`src/assert_macros.svh`:
```
// ============================================================================
// Assertion macros
// Shared concurrent assertion wrappers; define ASSERT_OFF to compile them out.
// ============================================================================
`ifndef ASSERT_MACROS_SVH
`define ASSERT_MACROS_SVH

`ifndef ASSERT_OFF
// Checked on every clk edge outside reset.
`define FUFS_ASSERT(lbl, prop, msg) \
  lbl: assert property (@(posedge clk) disable iff (!rst_n) prop) else $error(msg);
// Checked on every clk edge, reset included.
`define FUFS_ASSERT_RST(lbl, prop, msg) \
  lbl: assert property (@(posedge clk) prop) else $error(msg);
`else
`define FUFS_ASSERT(lbl, prop, msg)
`define FUFS_ASSERT_RST(lbl, prop, msg)
`endif

`endif

```
`src/fufs_pkg.sv`:
```
// ============================================================================
// fufs_pkg
// Types, codes and frame helpers of the flash update frame sequencer.
// ============================================================================
package fufs_pkg;

  localparam int LENGTH_WIDTH_DEF = 24;
  localparam int IMG_LEN_W        = 24;
  localparam int CFG_DATA_W       = 32;
  localparam int CFG_INDEX_W      = 3;
  localparam int FRAME_MAX        = 10;

  // request opcodes
  localparam logic [2:0] OP_START_AUTO  = 3'd0;
  localparam logic [2:0] OP_START_PLAIN = 3'd1;
  localparam logic [2:0] OP_SEND_OK     = 3'd2;
  localparam logic [2:0] OP_SEND_FAIL   = 3'd3;
  localparam logic [2:0] OP_ABORT       = 3'd4;

  // status codes
  localparam logic [1:0] STATUS_NONE     = 2'd0;
  localparam logic [1:0] STATUS_FINISHED = 2'd1;
  localparam logic [1:0] STATUS_LINK     = 2'd2;
  localparam logic [1:0] STATUS_ABORTED  = 2'd3;

  // configuration register indexes
  localparam logic [CFG_INDEX_W-1:0] REG_CHIP_SELECT   = 3'd0;
  localparam logic [CFG_INDEX_W-1:0] REG_ERASE_ADDR    = 3'd1;
  localparam logic [CFG_INDEX_W-1:0] REG_PAGE_SIZE     = 3'd2;
  localparam logic [CFG_INDEX_W-1:0] REG_PAGE_COUNT    = 3'd3;
  localparam logic [CFG_INDEX_W-1:0] REG_PROG_ADDR     = 3'd4;
  localparam logic [CFG_INDEX_W-1:0] REG_IMAGE_LENGTH  = 3'd5;

  // sequence steps
  localparam logic [3:0] STEP_SELECT     = 4'd0;
  localparam logic [3:0] STEP_UNLOCK     = 4'd1;
  localparam logic [3:0] STEP_ERASE_ADDR = 4'd2;
  localparam logic [3:0] STEP_PAGE_SIZE  = 4'd3;
  localparam logic [3:0] STEP_PAGE_COUNT = 4'd4;
  localparam logic [3:0] STEP_MASS_ERASE = 4'd5;
  localparam logic [3:0] STEP_PROG_ADDR  = 4'd6;
  localparam logic [3:0] STEP_DATA       = 4'd7;
  localparam logic [3:0] STEP_RETURN     = 4'd8;

  // frame bytes
  localparam logic [7:0] SYNC0    = 8'h55;
  localparam logic [7:0] SYNC1    = 8'haa;
  localparam logic [7:0] PAD_BYTE = 8'hff;

  localparam logic [7:0] CMD_SELECT  = 8'h00;
  localparam logic [7:0] CMD_PROTECT = 8'h01;
  localparam logic [7:0] CMD_ERASE   = 8'h02;
  localparam logic [7:0] CMD_PROGRAM = 8'h03;
  localparam logic [7:0] CMD_RETURN  = 8'h05;

  localparam logic [7:0] SUB_0 = 8'h00;
  localparam logic [7:0] SUB_1 = 8'h01;
  localparam logic [7:0] SUB_2 = 8'h02;
  localparam logic [7:0] SUB_3 = 8'h03;

  localparam logic [2:0] PLEN_NONE = 3'd0;
  localparam logic [2:0] PLEN_BYTE = 3'd1;
  localparam logic [2:0] PLEN_WORD = 3'd4;

  typedef struct packed {
    logic [2:0]  opcode;
    logic [31:0] image_word;
  } in_req_t;

  typedef struct packed {
    logic        item_kind;
    logic [7:0]  frame_byte;
    logic        frame_end;
    logic [1:0]  status_code;
  } out_req_t;

  typedef struct packed {
    logic [7:0]           chip_select;
    logic [31:0]          erase_start_address;
    logic [31:0]          erase_page_size;
    logic [31:0]          erase_page_count;
    logic [31:0]          program_start_address;
    logic [IMG_LEN_W-1:0] image_length;
  } cfg_t;

  // one staged frame (or a one-entry status report); byte 0 goes out first
  typedef struct packed {
    logic [FRAME_MAX-1:0][7:0] bytes;
    logic [3:0]                count;
    logic                      is_status;
    logic [1:0]                code;
  } frame_t;

  // 55 AA len cmd sub payload chk; payload taken MSB first from pay
  function automatic frame_t build_frame(input logic [7:0]  cmd,
                                         input logic [7:0]  sub,
                                         input logic [31:0] pay,
                                         input logic [2:0]  plen);
    frame_t     f;
    logic [7:0] len;
    logic [7:0] sum;
    f        = '0;
    len      = 8'(plen) + 8'd3;
    f.bytes[0] = SYNC0;
    f.bytes[1] = SYNC1;
    f.bytes[2] = len;
    f.bytes[3] = cmd;
    f.bytes[4] = sub;
    sum      = len + cmd + sub;
    for (int i = 0; i < 4; i++) begin
      if (3'(i) < plen) begin
        f.bytes[5 + i] = pay[31 - 8 * i -: 8];
        sum            = sum + pay[31 - 8 * i -: 8];
      end
    end
    f.bytes[4'd5 + 4'(plen)] = 8'd0 - sum;
    f.count     = 4'd6 + 4'(plen);
    f.is_status = 1'b0;
    f.code      = STATUS_NONE;
    return f;
  endfunction

  function automatic frame_t status_frame(input logic [1:0] code);
    frame_t f;
    f           = '0;
    f.count     = 4'd1;
    f.is_status = 1'b1;
    f.code      = code;
    return f;
  endfunction

endpackage

```
`src/fufs_ctrl.sv`:
```
// ============================================================================
// fufs_ctrl
// Update sequencer state and single-pass frame builder for one request.
// ============================================================================
module fufs_ctrl #(
  parameter int LENGTH_WIDTH = fufs_pkg::LENGTH_WIDTH_DEF
) (
  input  logic                clk,
  input  logic                rst_n,
  input  fufs_pkg::cfg_t      cfg,
  input  logic                req_fire,
  input  fufs_pkg::in_req_t   req,
  output logic                frame_emit,
  output fufs_pkg::frame_t    frame
);

  typedef enum logic [1:0] {
    MODE_IDLE  = 2'd0,
    MODE_PLAIN = 2'd1,
    MODE_AUTO  = 2'd2
  } mode_t;

  localparam int LEN_EXT_W = 32;

  mode_t                   mode_r, mode_nxt;
  logic [3:0]              step_r, step_nxt;
  logic [LENGTH_WIDTH-1:0] left_r, left_nxt;
  logic                    ack_r, ack_nxt;

  logic [LEN_EXT_W-1:0]    len_ext;
  logic [LENGTH_WIDTH-1:0] len_load;

  // dispatch results
  mode_t                   mode_a;
  logic [3:0]              step_a;
  logic [LENGTH_WIDTH-1:0] left_a;
  logic                    run_emit;
  logic                    st_emit;
  logic [1:0]              st_code;

  // step emission results
  fufs_pkg::frame_t        e_frame;
  logic                    e_done;
  logic [3:0]              e_step;
  logic [LENGTH_WIDTH-1:0] e_left;
  logic                    ge4;
  logic [31:0]             data_word;

  assign len_ext  = LEN_EXT_W'(cfg.image_length);
  assign len_load = len_ext[LENGTH_WIDTH-1:0];

  // decode the request against the current state
  always_comb begin
    mode_a   = mode_r;
    step_a   = step_r;
    left_a   = left_r;
    run_emit = 1'b0;
    st_emit  = 1'b0;
    st_code  = fufs_pkg::STATUS_NONE;
    if (req_fire) begin
      case (req.opcode)
        fufs_pkg::OP_START_AUTO: begin
          mode_a   = MODE_AUTO;
          step_a   = fufs_pkg::STEP_SELECT;
          left_a   = len_load;
          run_emit = 1'b1;
        end
        fufs_pkg::OP_START_PLAIN: begin
          mode_a   = MODE_PLAIN;
          step_a   = fufs_pkg::STEP_DATA;
          left_a   = len_load;
          run_emit = 1'b1;
        end
        fufs_pkg::OP_SEND_OK: begin
          if (mode_r != MODE_IDLE && ack_r) begin
            if (mode_r == MODE_AUTO && step_r == fufs_pkg::STEP_RETURN) begin
              st_emit = 1'b1;
              st_code = fufs_pkg::STATUS_FINISHED;
            end else begin
              if (mode_r == MODE_AUTO && step_r < fufs_pkg::STEP_DATA) begin
                step_a = step_r + 4'd1;
              end
              run_emit = 1'b1;
            end
          end
        end
        fufs_pkg::OP_SEND_FAIL: begin
          if (mode_r != MODE_IDLE) begin
            st_emit = 1'b1;
            st_code = fufs_pkg::STATUS_LINK;
          end
        end
        fufs_pkg::OP_ABORT: begin
          if (mode_r != MODE_IDLE) begin
            st_emit = 1'b1;
            st_code = fufs_pkg::STATUS_ABORTED;
          end
        end
        default: begin
        end
      endcase
    end
  end

  // data frame payload: min(4, bytes left) image bytes, rest padded
  assign ge4 = (left_a >= LENGTH_WIDTH'(4));

  always_comb begin
    data_word = req.image_word;
    for (int i = 0; i < 4; i++) begin
      if (!ge4 && (LENGTH_WIDTH'(i) >= left_a)) begin
        data_word[31 - 8 * i -: 8] = fufs_pkg::PAD_BYTE;
      end
    end
  end

  // frame for the step reached
  always_comb begin
    e_frame = fufs_pkg::status_frame(fufs_pkg::STATUS_FINISHED);
    e_done  = 1'b0;
    e_step  = step_a;
    e_left  = left_a;
    case (step_a)
      fufs_pkg::STEP_SELECT:
        e_frame = fufs_pkg::build_frame(fufs_pkg::CMD_SELECT, fufs_pkg::SUB_1,
                                        {cfg.chip_select, 24'd0}, fufs_pkg::PLEN_BYTE);
      fufs_pkg::STEP_UNLOCK:
        e_frame = fufs_pkg::build_frame(fufs_pkg::CMD_PROTECT, fufs_pkg::SUB_0,
                                        32'd0, fufs_pkg::PLEN_NONE);
      fufs_pkg::STEP_ERASE_ADDR:
        e_frame = fufs_pkg::build_frame(fufs_pkg::CMD_ERASE, fufs_pkg::SUB_0,
                                        cfg.erase_start_address, fufs_pkg::PLEN_WORD);
      fufs_pkg::STEP_PAGE_SIZE:
        e_frame = fufs_pkg::build_frame(fufs_pkg::CMD_ERASE, fufs_pkg::SUB_1,
                                        cfg.erase_page_size, fufs_pkg::PLEN_WORD);
      fufs_pkg::STEP_PAGE_COUNT:
        e_frame = fufs_pkg::build_frame(fufs_pkg::CMD_ERASE, fufs_pkg::SUB_2,
                                        cfg.erase_page_count, fufs_pkg::PLEN_WORD);
      fufs_pkg::STEP_MASS_ERASE:
        e_frame = fufs_pkg::build_frame(fufs_pkg::CMD_ERASE, fufs_pkg::SUB_3,
                                        32'd0, fufs_pkg::PLEN_NONE);
      fufs_pkg::STEP_PROG_ADDR:
        e_frame = fufs_pkg::build_frame(fufs_pkg::CMD_PROGRAM, fufs_pkg::SUB_0,
                                        cfg.program_start_address, fufs_pkg::PLEN_WORD);
      fufs_pkg::STEP_DATA: begin
        if (left_a != '0) begin
          e_frame = fufs_pkg::build_frame(fufs_pkg::CMD_PROGRAM, fufs_pkg::SUB_3,
                                          data_word, fufs_pkg::PLEN_WORD);
          e_left  = ge4 ? (left_a - LENGTH_WIDTH'(4)) : '0;
        end else if (mode_a == MODE_AUTO) begin
          e_step  = fufs_pkg::STEP_RETURN;
          e_frame = fufs_pkg::build_frame(fufs_pkg::CMD_RETURN, fufs_pkg::SUB_0,
                                          32'd0, fufs_pkg::PLEN_NONE);
        end else begin
          e_done = 1'b1;
        end
      end
      fufs_pkg::STEP_RETURN:
        e_frame = fufs_pkg::build_frame(fufs_pkg::CMD_RETURN, fufs_pkg::SUB_0,
                                        32'd0, fufs_pkg::PLEN_NONE);
      default: e_done = 1'b1;
    endcase
  end

  // merge into next state and the staged frame
  always_comb begin
    mode_nxt   = mode_r;
    step_nxt   = step_r;
    left_nxt   = left_r;
    ack_nxt    = ack_r;
    frame_emit = st_emit | run_emit;
    frame      = fufs_pkg::status_frame(st_code);
    if (st_emit || (run_emit && e_done)) begin
      mode_nxt = MODE_IDLE;
      step_nxt = fufs_pkg::STEP_SELECT;
      left_nxt = '0;
      ack_nxt  = 1'b0;
      if (!st_emit) begin
        frame = e_frame;
      end
    end else if (run_emit) begin
      mode_nxt = mode_a;
      step_nxt = e_step;
      left_nxt = e_left;
      ack_nxt  = 1'b1;
      frame    = e_frame;
    end
  end

  always_ff @(posedge clk) begin
    if (!rst_n) begin
      mode_r <= MODE_IDLE;
      step_r <= fufs_pkg::STEP_SELECT;
      left_r <= '0;
      ack_r  <= 1'b0;
    end else begin
      mode_r <= mode_nxt;
      step_r <= step_nxt;
      left_r <= left_nxt;
      ack_r  <= ack_nxt;
    end
  end

`include "assert_macros.svh"

  `FUFS_ASSERT(a_idle_no_ack, (mode_r == MODE_IDLE) |-> (!ack_r && left_r == '0), "idle dirty")
  `FUFS_ASSERT(a_plain_data, (mode_r == MODE_PLAIN) |-> (step_r == fufs_pkg::STEP_DATA), "plain")
  `FUFS_ASSERT(a_status_idles, (frame_emit && frame.is_status) |=> (mode_r == MODE_IDLE), "busy")

endmodule

```
`src/fufs_serializer.sv`:
```
// ============================================================================
// fufs_serializer
// Holds one staged frame and shifts it out one byte per output request.
// ============================================================================
module fufs_serializer (
  input  logic                clk,
  input  logic                rst_n,
  input  logic                frame_load,
  input  fufs_pkg::frame_t    frame_in,
  output logic                frame_ready,
  output logic                out_valid,
  input  logic                out_stall,
  output fufs_pkg::out_req_t  out_data
);

  fufs_pkg::frame_t   fr_r, fr_nxt;
  logic               fr_valid_r, fr_valid_nxt;
  logic               out_valid_r, out_valid_nxt;
  fufs_pkg::out_req_t out_data_r, out_data_nxt;
  logic               out_load;
  logic               last;

  assign out_load    = fr_valid_r && (!out_valid_r || !out_stall);
  assign last        = (fr_r.count == 4'd1);
  // a new frame may enter once the current one hands over its final byte
  assign frame_ready = !fr_valid_r || (out_load && last);

  always_comb begin
    fr_r_default: begin
      fr_nxt       = fr_r;
      fr_valid_nxt = fr_valid_r;
    end
    if (frame_load) begin
      fr_nxt       = frame_in;
      fr_valid_nxt = 1'b1;
    end else if (out_load) begin
      fr_nxt.bytes = {8'h00, fr_r.bytes[fufs_pkg::FRAME_MAX-1:1]};
      fr_nxt.count = fr_r.count - 4'd1;
      if (last) begin
        fr_valid_nxt = 1'b0;
      end
    end
  end

  always_comb begin
    out_valid_nxt = out_valid_r;
    out_data_nxt  = out_data_r;
    if (out_load) begin
      out_valid_nxt            = 1'b1;
      out_data_nxt.item_kind   = fr_r.is_status;
      out_data_nxt.frame_byte  = fr_r.is_status ? 8'h00 : fr_r.bytes[0];
      out_data_nxt.frame_end   = last;
      out_data_nxt.status_code = fr_r.code;
    end else if (!out_stall) begin
      out_valid_nxt = 1'b0;
    end
  end

  always_ff @(posedge clk) begin
    if (!rst_n) begin
      fr_valid_r  <= 1'b0;
      out_valid_r <= 1'b0;
    end else begin
      fr_valid_r  <= fr_valid_nxt;
      out_valid_r <= out_valid_nxt;
    end
    fr_r       <= fr_nxt;
    out_data_r <= out_data_nxt;
  end

  assign out_valid = out_valid_r;
  assign out_data  = out_data_r;

`include "assert_macros.svh"

  `FUFS_ASSERT_RST(a_reset_empty, (!rst_n) |=> (!fr_valid_r && !out_valid_r), "stage not empty after reset")
  `FUFS_ASSERT(a_count_live, fr_valid_r |-> (fr_r.count != 4'd0), "staged frame with no bytes left")
  `FUFS_ASSERT(a_load_only_ready, frame_load |-> frame_ready, "frame loaded over a busy stage")
  `FUFS_ASSERT(a_status_single, (fr_valid_r && fr_r.is_status) |-> (fr_r.count == 4'd1), "status report longer than one entry")

endmodule

```
`src/flash_update_frame_sequencer_top.sv`:
```
// ============================================================================
// flash_update_frame_sequencer_top
// Host-side frame sequencer for a serial bootloader flash update.
// ============================================================================
// Each request on the input channel (start auto, start plain, send ok, send
// failed, abort) is decoded in one pass against the sequencer state and turns
// into at most one staged frame: 55 AA len cmd sub payload checksum, six to
// ten bytes, or a single status report. The frame stage then emits one byte
// per output request, so a request that makes an n-byte frame occupies the
// block until its n bytes have moved into the output register; a byte is
// held back from that register only while the output register is valid and
// stalled. The next request is taken in the cycle the last byte of the
// current frame moves into the output register, so frames go out back to
// back with no gap. Configuration registers are written through cfg_we /
// cfg_index / cfg_wdata and must only change while the block is idle;
// indexes past the image length register are ignored.
module flash_update_frame_sequencer_top #(
  parameter int LENGTH_WIDTH = fufs_pkg::LENGTH_WIDTH_DEF
) (
  input  logic                                  clk,
  input  logic                                  rst_n,
  // request channel
  input  logic                                  in_valid,
  output logic                                  in_stall,
  input  fufs_pkg::in_req_t                     in_data,
  // result channel
  output logic                                  out_valid,
  input  logic                                  out_stall,
  output fufs_pkg::out_req_t                    out_data,
  // configuration writes
  input  logic                                  cfg_we,
  input  logic [fufs_pkg::CFG_INDEX_W-1:0]      cfg_index,
  input  logic [fufs_pkg::CFG_DATA_W-1:0]       cfg_wdata
);

  fufs_pkg::cfg_t   cfg_r, cfg_nxt;
  logic             frame_ready;
  logic             req_fire;
  logic             frame_emit;
  fufs_pkg::frame_t frame;

  // configuration register file
  always_comb begin
    cfg_nxt = cfg_r;
    if (cfg_we) begin
      case (cfg_index)
        fufs_pkg::REG_CHIP_SELECT:  cfg_nxt.chip_select           = cfg_wdata[7:0];
        fufs_pkg::REG_ERASE_ADDR:   cfg_nxt.erase_start_address   = cfg_wdata;
        fufs_pkg::REG_PAGE_SIZE:    cfg_nxt.erase_page_size       = cfg_wdata;
        fufs_pkg::REG_PAGE_COUNT:   cfg_nxt.erase_page_count      = cfg_wdata;
        fufs_pkg::REG_PROG_ADDR:    cfg_nxt.program_start_address = cfg_wdata;
        fufs_pkg::REG_IMAGE_LENGTH:
          cfg_nxt.image_length = cfg_wdata[fufs_pkg::IMG_LEN_W-1:0];
        default: begin
        end
      endcase
    end
  end

  always_ff @(posedge clk) begin
    if (!rst_n) begin
      cfg_r <= '0;
    end else begin
      cfg_r <= cfg_nxt;
    end
  end

  // a request is taken whenever the frame stage can accept its result
  assign in_stall = !frame_ready;
  assign req_fire = in_valid && frame_ready;

  fufs_ctrl #(
    .LENGTH_WIDTH (LENGTH_WIDTH)
  ) u_ctrl (
    .clk        (clk),
    .rst_n      (rst_n),
    .cfg        (cfg_r),
    .req_fire   (req_fire),
    .req        (in_data),
    .frame_emit (frame_emit),
    .frame      (frame)
  );

  fufs_serializer u_ser (
    .clk         (clk),
    .rst_n       (rst_n),
    .frame_load  (req_fire && frame_emit),
    .frame_in    (frame),
    .frame_ready (frame_ready),
    .out_valid   (out_valid),
    .out_stall   (out_stall),
    .out_data    (out_data)
  );

endmodule
```
`config.mk`:
```
export PLATFORM = sky130hd
export DESIGN_NAME = flash_update_frame_sequencer_top
export DESIGN_NICKNAME = d
export VERILOG_FILES = /design/src/fufs_pkg.sv /design/src/fufs_ctrl.sv /design/src/fufs_serializer.sv /design/src/flash_update_frame_sequencer_top.sv
export VERILOG_INCLUDE_DIRS = /design/src /design/src/src
export SDC_FILE = /design/constraint.sdc
export NUM_CORES = 1
export LEC_CHECK = 0
export BUFFER_PORTS_ARGS = -buffer_cell sky130_fd_sc_hd__buf_2
export CORE_MARGIN = 8
export CORE_UTILIZATION = 50
export CTS_BUF_LIST = sky130_fd_sc_hd__clkbuf_16
export DETAILED_ROUTE_END_ITERATION = 8
export GPL_TIMING_DRIVEN = 0
export PLACE_DENSITY = 0.7
export SYNTH_ARGS = -nofsm -noshare
export SYNTH_HDL_FRONTEND = slang
export SYNTH_SLANG_ARGS = --single-unit
```
`constraint.sdc`:
```
create_clock -name clk -period 7.7 [get_ports clk]
set_input_delay 0 -clock clk [delete_from_list [all_inputs] [get_ports clk]]
set_output_delay 0 -clock clk [all_outputs]
set_load 0.02 [all_outputs]
```
# Word level (Yosys, flattened, before mapping)
# Index checks and enable logic that the tools add are counted.
# classes
addsub	30
n_lt_le_gt_ge	6
n_eq_ne	22
n_mux	75
n_bitwise	2
reduce_logical	38
# ops
operator	count
$pmux 87 s9	1
$mux 87	4
$mux 8	29
$mux 84	2
$add 8x8->8	15
$mux 24	5
$mux 55	1
$ge 1x24->1 const A	2
$ge 2x24->1 const A	2
$sub 1x8->8 const A	6
$add 4x8->8 const A	5
$mux 4	7
$ge 24x3->1 const B	1
$reduce_bool 24->1	1
$sub 24x3->24 const B	1
$eq 4x3->1 const B	4
$mux 1	15
$reduce_and 2->1	7
$eq 3x2->1 const B	4
$logic_and 1x1->1	12
$pmux 4 s3	1
$mux 2	5
$eq 3x3->1 const B	3
$add 3x8->8 const A	1
21 further kinds	39
# word_totals
ff_bits	292
in_bits	75
out_inout_bits	14
word_cells	202

# Depth between registers and ports, before layout
# Gate-level depths: netlist (run 1).
# logic_depth
depth_word	29
depth_mapped	38
depth_no_buf	35

# Modules after synthesis
# Synthesis (run 1) repeated with hierarchy kept, for this count alone.
# hier_totals
cells_unflattened	2174
hier_area_um2	20012.9
# modules_own_cells
module	n_inst	cells_per_inst	area_per_inst_um2	seq_area_each_um2
fufs_ctrl	1	1389	9746.8	620.6
flash_update_frame_sequencer_top	1	561	5794.3	3203.1
fufs_serializer	1	224	4471.8	3012.9

# Worst setup path after synthesis (run 1)
# No wires, ideal clock.
# synth_timing
path_kind	flip-flop to flip-flop
from	register u_ser.fr_r[4] (netlist bit)
to	register u_ser.fr_r[86] (netlist bit), data pin
setup_ns	0.264
arrival_time_ns	7.138
slack_ns	0.298
stages_incl_launch_ff	32
period_less_slack_ns	7.402
path_cell_list	edfxtp_1 -> inv_1 -> ha_1 -> nor4bb_2 -> a21o_1 -> buf_2 -> clkbuf_1 -> buf_1 -> mux2i_1 -> inv_1 -> ha_1 -> inv_1 -> nor3_1 -> mux2i_1 -> nand2_1 -> nor3_1 -> or2_2 -> ha_1 -> inv_1 -> fa_1 -> inv_1 -> fa_1 -> fa_1 -> a21o_1 -> a21oi_1 -> xnor2_1 -> nor3b_1 -> nor3b_1 -> xnor3_1 -> xnor3_1 -> nand3_1 -> nand3_1
# synth_via
elab_chain_len	27
elab_cells_between_ends	61
cone_classes	add/sub (5); order compare (5); eq/ne (10); mux (26); bitwise (1); reduce/logical (14)
# synth_rtl
item	line_no	rtl
from (decl)	fufs_serializer.sv:16	fufs_pkg::frame_t fr_r, fr_nxt;
from (signal assigned)	fufs_serializer.sv:67	fr_r <= fr_nxt;
$eq 4x1->1 (*)	fufs_serializer.sv:24	assign last = (fr_r.count == 4'd1);
$logic_and 1x1->1 (*)	fufs_serializer.sv:26	assign frame_ready = !fr_valid_r || (out_load && last);
$logic_or 1x1->1 (*)	fufs_serializer.sv:26	
$logic_and 1x1->1 (*)	flash_update_frame_sequencer_top.sv:70	assign req_fire = in_valid && frame_ready;
$mux 24	fufs_ctrl.sv:60	if (req_fire) begin
$ge 24x3->1	fufs_ctrl.sv:106	assign ge4 = (left_a >= LENGTH_WIDTH'(4));
$logic_not 1->1	fufs_ctrl.sv:111	if (!ge4 && (LENGTH_WIDTH'(i) >= left_a)) begin
$logic_and 1x1->1	fufs_ctrl.sv:111	
(+11 left out)	--	
$mux 8	fufs_ctrl.sv:146	if (left_a != '0) begin
$mux 8	fufs_ctrl.sv:123	case (step_a)
$sub 1x8->8	fufs_pkg.sv:116	f.bytes[4'd5 + 4'(plen)] = 8'd0 - sum;
$mux 87	fufs_ctrl.sv:146	
$pmux 87 s9	fufs_ctrl.sv:123	
$mux 87, on equally long branches	fufs_ctrl.sv:181, fufs_ctrl.sv:178	
$mux 87	fufs_ctrl.sv:173	if (st_emit || (run_emit && e_done)) begin
$mux 84 (*)	fufs_serializer.sv:33	if (frame_load) begin
# Mark *: on every way between the ends. The rest lies on a longest branch, timed or not. The select of a mux whose other input is x is not followed.
# A chain may end at the register's enable or synchronous reset.

# Final worst setup path (run 1)
# Same ends and word-level chain as after synthesis.

==> flow_metrics.tcl, run 1 <==
set metrics [dict create \
    p_leak_nw 8.43 \
    min_period_ns 7.31 \
    final.fill_count 3624 \
    diodes 0 \
    finalInstanceArea_sq_um 22300 \
    setup_ws_ns 0.394 \
    final_nets 2686 \
    vias 17800 \
    crit_type "reg -> reg" \
    syn2layout_area_growth_pct 14.2 \
    path_common_cell "inv_1" \
    status "finished, final reports clean" \
    wl_um 69600 \
    yosys_warnings 0 \
    syn_nets 2523 \
    grtUsageTotal_pct 30.1 \
    ys_ff_latch 292 \
    grt_pass1_vias 16700 \
    die_w_um 213 \
    power_w 0.00526 \
    io_buffers 85 \
    fmax_ghz 0.137 \
    place_ws_ns -1.56 \
    drc 0 \
    cp_max_fo 19 \
    grt_max_degree 56 \
    cp.required_ns 7.98 \
    syn_inst 2313 \
    netlist-cell-type-count 96 \
    skew_ns 0.0151 \
    gp_congestion 0.995 \
    cts_max_level 2 \
    chipHeight_um 213 \
    ir_drop_mv 0.235 \
    via_per_inst 5.91 \
    setup_viol 0 \
    grt_pass1_wl_um 103000 \
    finalSetupTns_ns 0 \
    first_pass_iters 5 \
    cts_tree "done" \
    row_count 72 \
    hp-class "in -> reg" \
    startpoint_type "flop" \
    clk_latency_ns 0.55 \
    syn_area_sq_um 19500 \
    synth.top_cell.area_share_pct 19.8 \
    gr-total-overflow 0 \
    io_pins 89 \
    powerDensity_nw_per_um2 236 \
    critPathMaxStageDelay_ns 0.53 \
    dominantRegCellSynth "dfxtp_1" \
    start_util_pct 50.6 \
    cts_made_buffers 35 \
    place_area_sq_um 20600 \
    die-area_sq_um 45600 \
    avgRoutedWirePerCell_um 23.1 \
    report.final.slew_viol_count 0 \
    max-cap-violations 0 \
    crit_arrival_ns 7.59 \
    hold_violations 0 \
    antenna_left 0 \
    drive_gt1_share_pct 9.24 \
    yosys.area.top_type "dfxtp_1" \
    slew_headroom_pct 25.9 \
    rsz0062_at_grt "false" \
    ys_async_sr_fraction_pct 0 \
    cp-end-kind "flop" \
    drt_iter0_drc 1900 \
    antenna_found_initial 1 \
    cts_buffer_depth 3 \
    clock_sinks 292 \
    synth_edf_count 99 \
    core_sq_um 38600 \
    dpl.hpwl_um 55100 \
    critPathSlowestCell "fa_1" \
    root_buffer "clkbuf_16" \
    synth_area_leaders "dfxtp_1 20%, edfxtp_1 15%, nand2_1 9.2%" \
    cp_top_family "adder cells" \
    cp.buffers_inverters 7 \
    finalCritPeriodShare_pct 94.9 \
    path_clk_slew_ns 0.06 \
    avgSynthCellArea_sq_um 8.43 \
    yosysSeqAreaShare_pct 35.1 \
    tightest_slew_ns 1.11 \
    postLayoutCoreUtil_pct 57.8 \
]
-- worst register-to-register path: cells and delay by family, from the launching register on --
kind                       cells  cell delay (ns)
AOI/OAI and AO/OA              3             0.66
xor gates and xnor gates       3             0.86
adders and majority gates      6             2.15
buffers and inverters          7             0.86
DFF                            1             0.39
muxes                          2             0.47
and+or+nand+nor                9             1.66
-- synth_stat cells, types with 10 or more instances --
cell,number
xnor2_1,125
mux2i_1,13
o21ai_0,57
nand2_1,479
nand2b_1,10
ha_1,120
a21boi_0,168
nor2_1,132
o21a_1,12
nor3_1,63
inv_1,88
and2_1,31
a21oi_1,134
or2_2,28
a22oi_1,25
o21bai_1,15
nand3_1,50
a221oi_1,26
or3_1,12
xor2_1,34
nor2b_1,29
dfxtp_1,193
edfxtp_1,99
and3_1,10
a22o_1,12
a21o_1,45
o41ai_1,11
clkbuf_1,97
fa_1,15
nor4_1,13
-- layer usage --
metal	vias up	part of all wire [%]	GRT usage, %
met4	0	5.5	13.9
met2	711	45	49.1
li1	8471	-	-
met5	-	0	0
met1	8503	42	38.7
met3	157	7.6	5.25
-- cells by family after synthesis --
logic type	count (synthesis)	synth area share, %
fa+ha+maj	135	9.24
mux	21	1.14
compound gates	599	21.8
flops	292	35.1
simple gates	901	21.2
buf+inv	203	4.10
xor+xnor	162	7.49
-- sequential cells by signal (all words and copies together), names as in the netlist, 2 cells and up --
| name | count |
|---|---|
| u_ser.out_data | 12 |
| cfg_r | 160 |
| u_ctrl.step_r | 4 |
| u_ser.fr_r | 87 |
| u_ctrl.mode_r | 2 |
| u_ctrl.left_r | 24 |
-- final cells by class --
| type | count | area, sq um | share of cell area (%) |
|---|---|---|---|
| timing repair buffer | 127 | 872 | 3.92 |
| sequential | 292 | 6840 | 30.7 |
| clock buffer | 38 | 951 | 4.27 |
| inverter | 88 | 330 | 1.48 |
| buffer | 114 | 482 | 2.16 |
| multi-input combinational | 1818 | 11900 | 53.6 |
| clock inverter | 24 | 215 | 0.966 |
| tap | 518 | 648 | 2.91 |
-- worst paths after layout --
check	start	endpoint	slack (ns)	cells past startpoint
worst max-delay path	u_ser.fr_r[4]	u_ser.fr_r[86]	0.39	30
worst min-delay path	cfg_index[2]	cfg_r[25]	0.02	4
worst max register to register	u_ser.fr_r[4]	u_ser.fr_r[86]	0.39	30
worst min register to register	u_ser.fr_r[0]	u_ser.out_data[0]	0.42	0
-- metrics by stage --
| stage | hold WS (ns) | std cells |
|---|---|---|
| final | 0.0198 | 3019 |
| after global placement | 0.285 | 2916 |
| after CTS | 0.00236 | 3020 |
| after global routing | 0.0109 | 3019 |
| after detailed placement | 0.296 | 2917 |
| after floorplan | 0.145 | 2313 |
-- layout by cell type (no fill, tap or decap), types with 11 or more instances in the layout --
cell and n:
a22o_1 12, dlygate4sd3_1 38, o21ai_0 57, a21o_1 45, and2_1 31, or2_2 28, a221oi_1 26, nor2_1 132
a21boi_0 168, nand2_1 478, clkbuf_16 38, o41ai_1 11, fa_1 15, a21oi_1 132, mux2i_1 11, o21bai_1 15
edfxtp_1 99, nand3_1 50, xor2_1 34, clkbuf_1 96, ha_1 120, inv_1 95, xnor2_1 125, nor3_1 62
o21a_1 12, dfxtp_1 193, buf_2 92, nor2b_1 29, a22oi_1 25, nor4_1 13, or3_1 12
-- what timing repair did --
action / 4_1_cts / 5_1_grt
gates resized for setup: 12 / 10
endpoints found under the hold margin: 164 / 0
endpoints found under the setup margin: 7 / 1
pin swaps: 2 / 0
hold buffers: 38 / 0
cloned: 0 / 0
buffers inserted: 3 / 0
-- power by group --
| group | switching [W] | total [W] | internal (W) |
|---|---|---|---|
| clock network | 0.000681 | 0.00170 | 0.00102 |
| logic | 0.00103 | 0.00184 | 0.000807 |
| registers | 0.0000411 | 0.00172 | 0.00168 |
No activity file was read; power rests on OpenSTA's default activity.
==> run 2, diff against run 1 <==
Settings changed: MAX_ROUTING_LAYER set to met4, PLACE_DENSITY 0.7 to 0.67.
Clock period 7.7 ns to 9.14 ns, I/O delays scaled along.
==> run 2 against run 1 <==
Against the previous run:
- non-clock buffer count is 2 higher
- utilization is 0.052 points lower
- die area stayed put
- power is 15% lower
- combinational power is 17% lower
- fmax is 15% lower
- via count is 0.13% higher
- critical path type unchanged
- largest cell class unchanged
- highest routed layer unchanged
==> flow_metrics.tcl, run 2 (synthesis gave the netlist of run 1 again) <==
set metrics [dict create \
    status "finished, final reports clean" \
    setup_viol 0 \
    start_util_pct 50.6 \
    ir_drop_mv 0.211 \
    vias 17900 \
    tightest_slew_ns 1.25 \
    grt_pass1_vias 16900 \
    final_nets 2689 \
    p_leak_nw 8.43 \
    final_cell_mix "479 x nand2_1, 193 x dfxtp_1, 168 x a21boi_0" \
    largest_register_ffs 160 \
    regToRegSetupSlack_ns 0.54 \
    path_clk_slew_ns 0.06 \
    report.final.slew_viol_count 0 \
    chipHeight_um 213 \
    via_per_inst 5.92 \
    cp-end-kind "flop" \
    grtUsageTotal_pct 31.2 \
    drive_gt1_share_pct 9.03 \
    diodes 0 \
    setup_ws_ns 0.539 \
    route.met2.wl_um 31200 \
    cts_tree "done" \
    top_layer "met4" \
    first_pass_iters 5 \
    antenna_found_initial 1 \
    hold_violations 0 \
    fmax_ghz 0.116 \
    wl_met3_um 5340 \
    crit-reg2reg-capture "u_ser.fr_r[86]" \
    antenna_left 0 \
    root_buffer "clkbuf_16" \
    fin_hold_ws_ns 0.0227 \
    hold_start "in_data[3]" \
    gr-total-overflow 0 \
    row_count 72 \
    crit_type "reg -> reg" \
    crit_arrival_ns 8.90 \
    wl_met1_um 29300 \
    startpoint_type "flop" \
    path_common_cell "ha_1" \
    clock_sinks 292 \
    whs_path_depth 5 \
    dpl.hpwl_um 54900 \
    reg2reg_depth 33 \
    cts_max_level 2 \
    wl_um 69800 \
    top_register "cfg_r" \
    gp_congestion 1.01 \
    final_common_cell "nand2_1" \
    skew_ns 0.0237 \
    slew_headroom_pct 16.3 \
    powerDensity_nw_per_um2 201 \
    hp-class "in -> reg" \
    worstReg2RegStart "u_ser.fr_r[4]" \
    avgRoutedWirePerCell_um 23.1 \
    drt_iter0_drc 1856 \
    cts_made_buffers 36 \
    place_area_sq_um 20600 \
    max-cap-violations 0 \
    top_regs "cfg_r (160), u_ser.fr_r (87), u_ctrl.left_r (24)" \
    place_ws_ns -0.266 \
    finalCritPeriodShare_pct 94.1 \
    critPathMaxStageDelay_ns 0.52 \
    min_to "u_ser.fr_r[74]" \
    finalInstanceArea_sq_um 22200 \
    grt_max_degree 44 \
    cts_buffer_depth 3 \
    grt_pass1_wl_um 104000 \
    drc 0 \
    die-area_sq_um 45600 \
    cp.required_ns 9.44 \
    io_buffers 85 \
    min_period_ns 8.60 \
    finalSetupTns_ns 0 \
    core_sq_um 38600 \
    cp_max_fo 10 \
    die_w_um 213 \
    critPathSlowestCell "clkbuf_1" \
    syn2layout_area_growth_pct 14.1 \
    io_pins 89 \
    clk_latency_ns 0.57 \
]
==> run 2: changes by cell type in the layout (fill, tap and decap cells not counted), sizes merged <==
cell	delta
clkinv	+2
buf	-1
clkinvlp	-1
inv	-3
dlygate4sd3	+1
clkbuf	+2
bufinv	+1
==> run 2: critical path: cells and delay by family (launching register included) <==
family	cells	cell delay (ns)
adders and majority gates	6	1.76
muxes	2	0.57
xor gates and xnor gates	4	1.20
and+or+nand+nor	9	1.89
buffers and inverters	8	1.69
DFF	1	0.38
AOI/OAI and AO/OA	4	0.83
==> run 2: how the worst max path moves through the flow <==
| stage | start | to | slack (ns) | depth (start not counted) |
|---|---|---|---|---|
| after global routing | u_ser.fr_r[4] | u_ser.fr_r[86] | -0.01 | 33 |
| after global placement | u_ser.fr_r[4] | u_ser.fr_r[86] | -0.22 | 33 |
| after CTS | u_ser.fr_r[4] | u_ser.fr_r[86] | 0.1 | 32 |
| after floorplan | u_ser.fr_r[4] | u_ser.fr_r[86] | 1.74 | 31 |
| final | u_ser.fr_r[4] | u_ser.fr_r[86] | 0.54 | 33 |
| after detailed placement | u_ser.fr_r[4] | u_ser.fr_r[86] | -0.27 | 31 |
==> run 2: repair_timing <==
action,CTS,global route
cloned,0,0
endpoints found under the hold margin,164,0
pin swaps,0,2
buffers inserted,0,3
setup endpoints to repair,1,1
hold buffers,39,0
resized for setup,1,2
==> run 2: per-stage QoR <==
| stage | util (%) | power [W] | std cells |
|---|---|---|---|
| floorplan | - | 0.00257 | 2313 |
| global placement | 53.3 | 0.00292 | 2916 |
| detailed placement | 53.4 | 0.00295 | 2917 |
| CTS | 57.6 | 0.00445 | 3017 |
| global route | 57.7 | 0.00466 | 3020 |
| finish | 57.7 | 0.00447 | 3020 |
==> run 2: final cells by class <==
type | instances | area, sq um
buffer | 115 | 469
clock buffer | 38 | 951
clock inverter | 23 | 254
fill | 3608 | 16300
inverter | 88 | 330
multi-input combinational | 1818 | 11900
sequential | 292 | 6840
tap | 518 | 648
timing repair buffer | 128 | 871
==> run 2: power by group <==
group | leakage (nW) | internal, W | switching, W
logic | 5.33 | 0.000665 | 0.000868
registers | 2.49 | 0.00141 | 0.0000335
clock network | 0.603 | 0.000894 | 0.000596
total | 8.43 | 0.00297 | 0.00150
==> run 2: per-layer routing <==
layer  vias to the layer above  GRT usage (%)
met1                      8475           39.8
met2                       742           48.5
li1                       8484              -
met4                         0           15.2
met3                       165           4.46
met5                         -              -
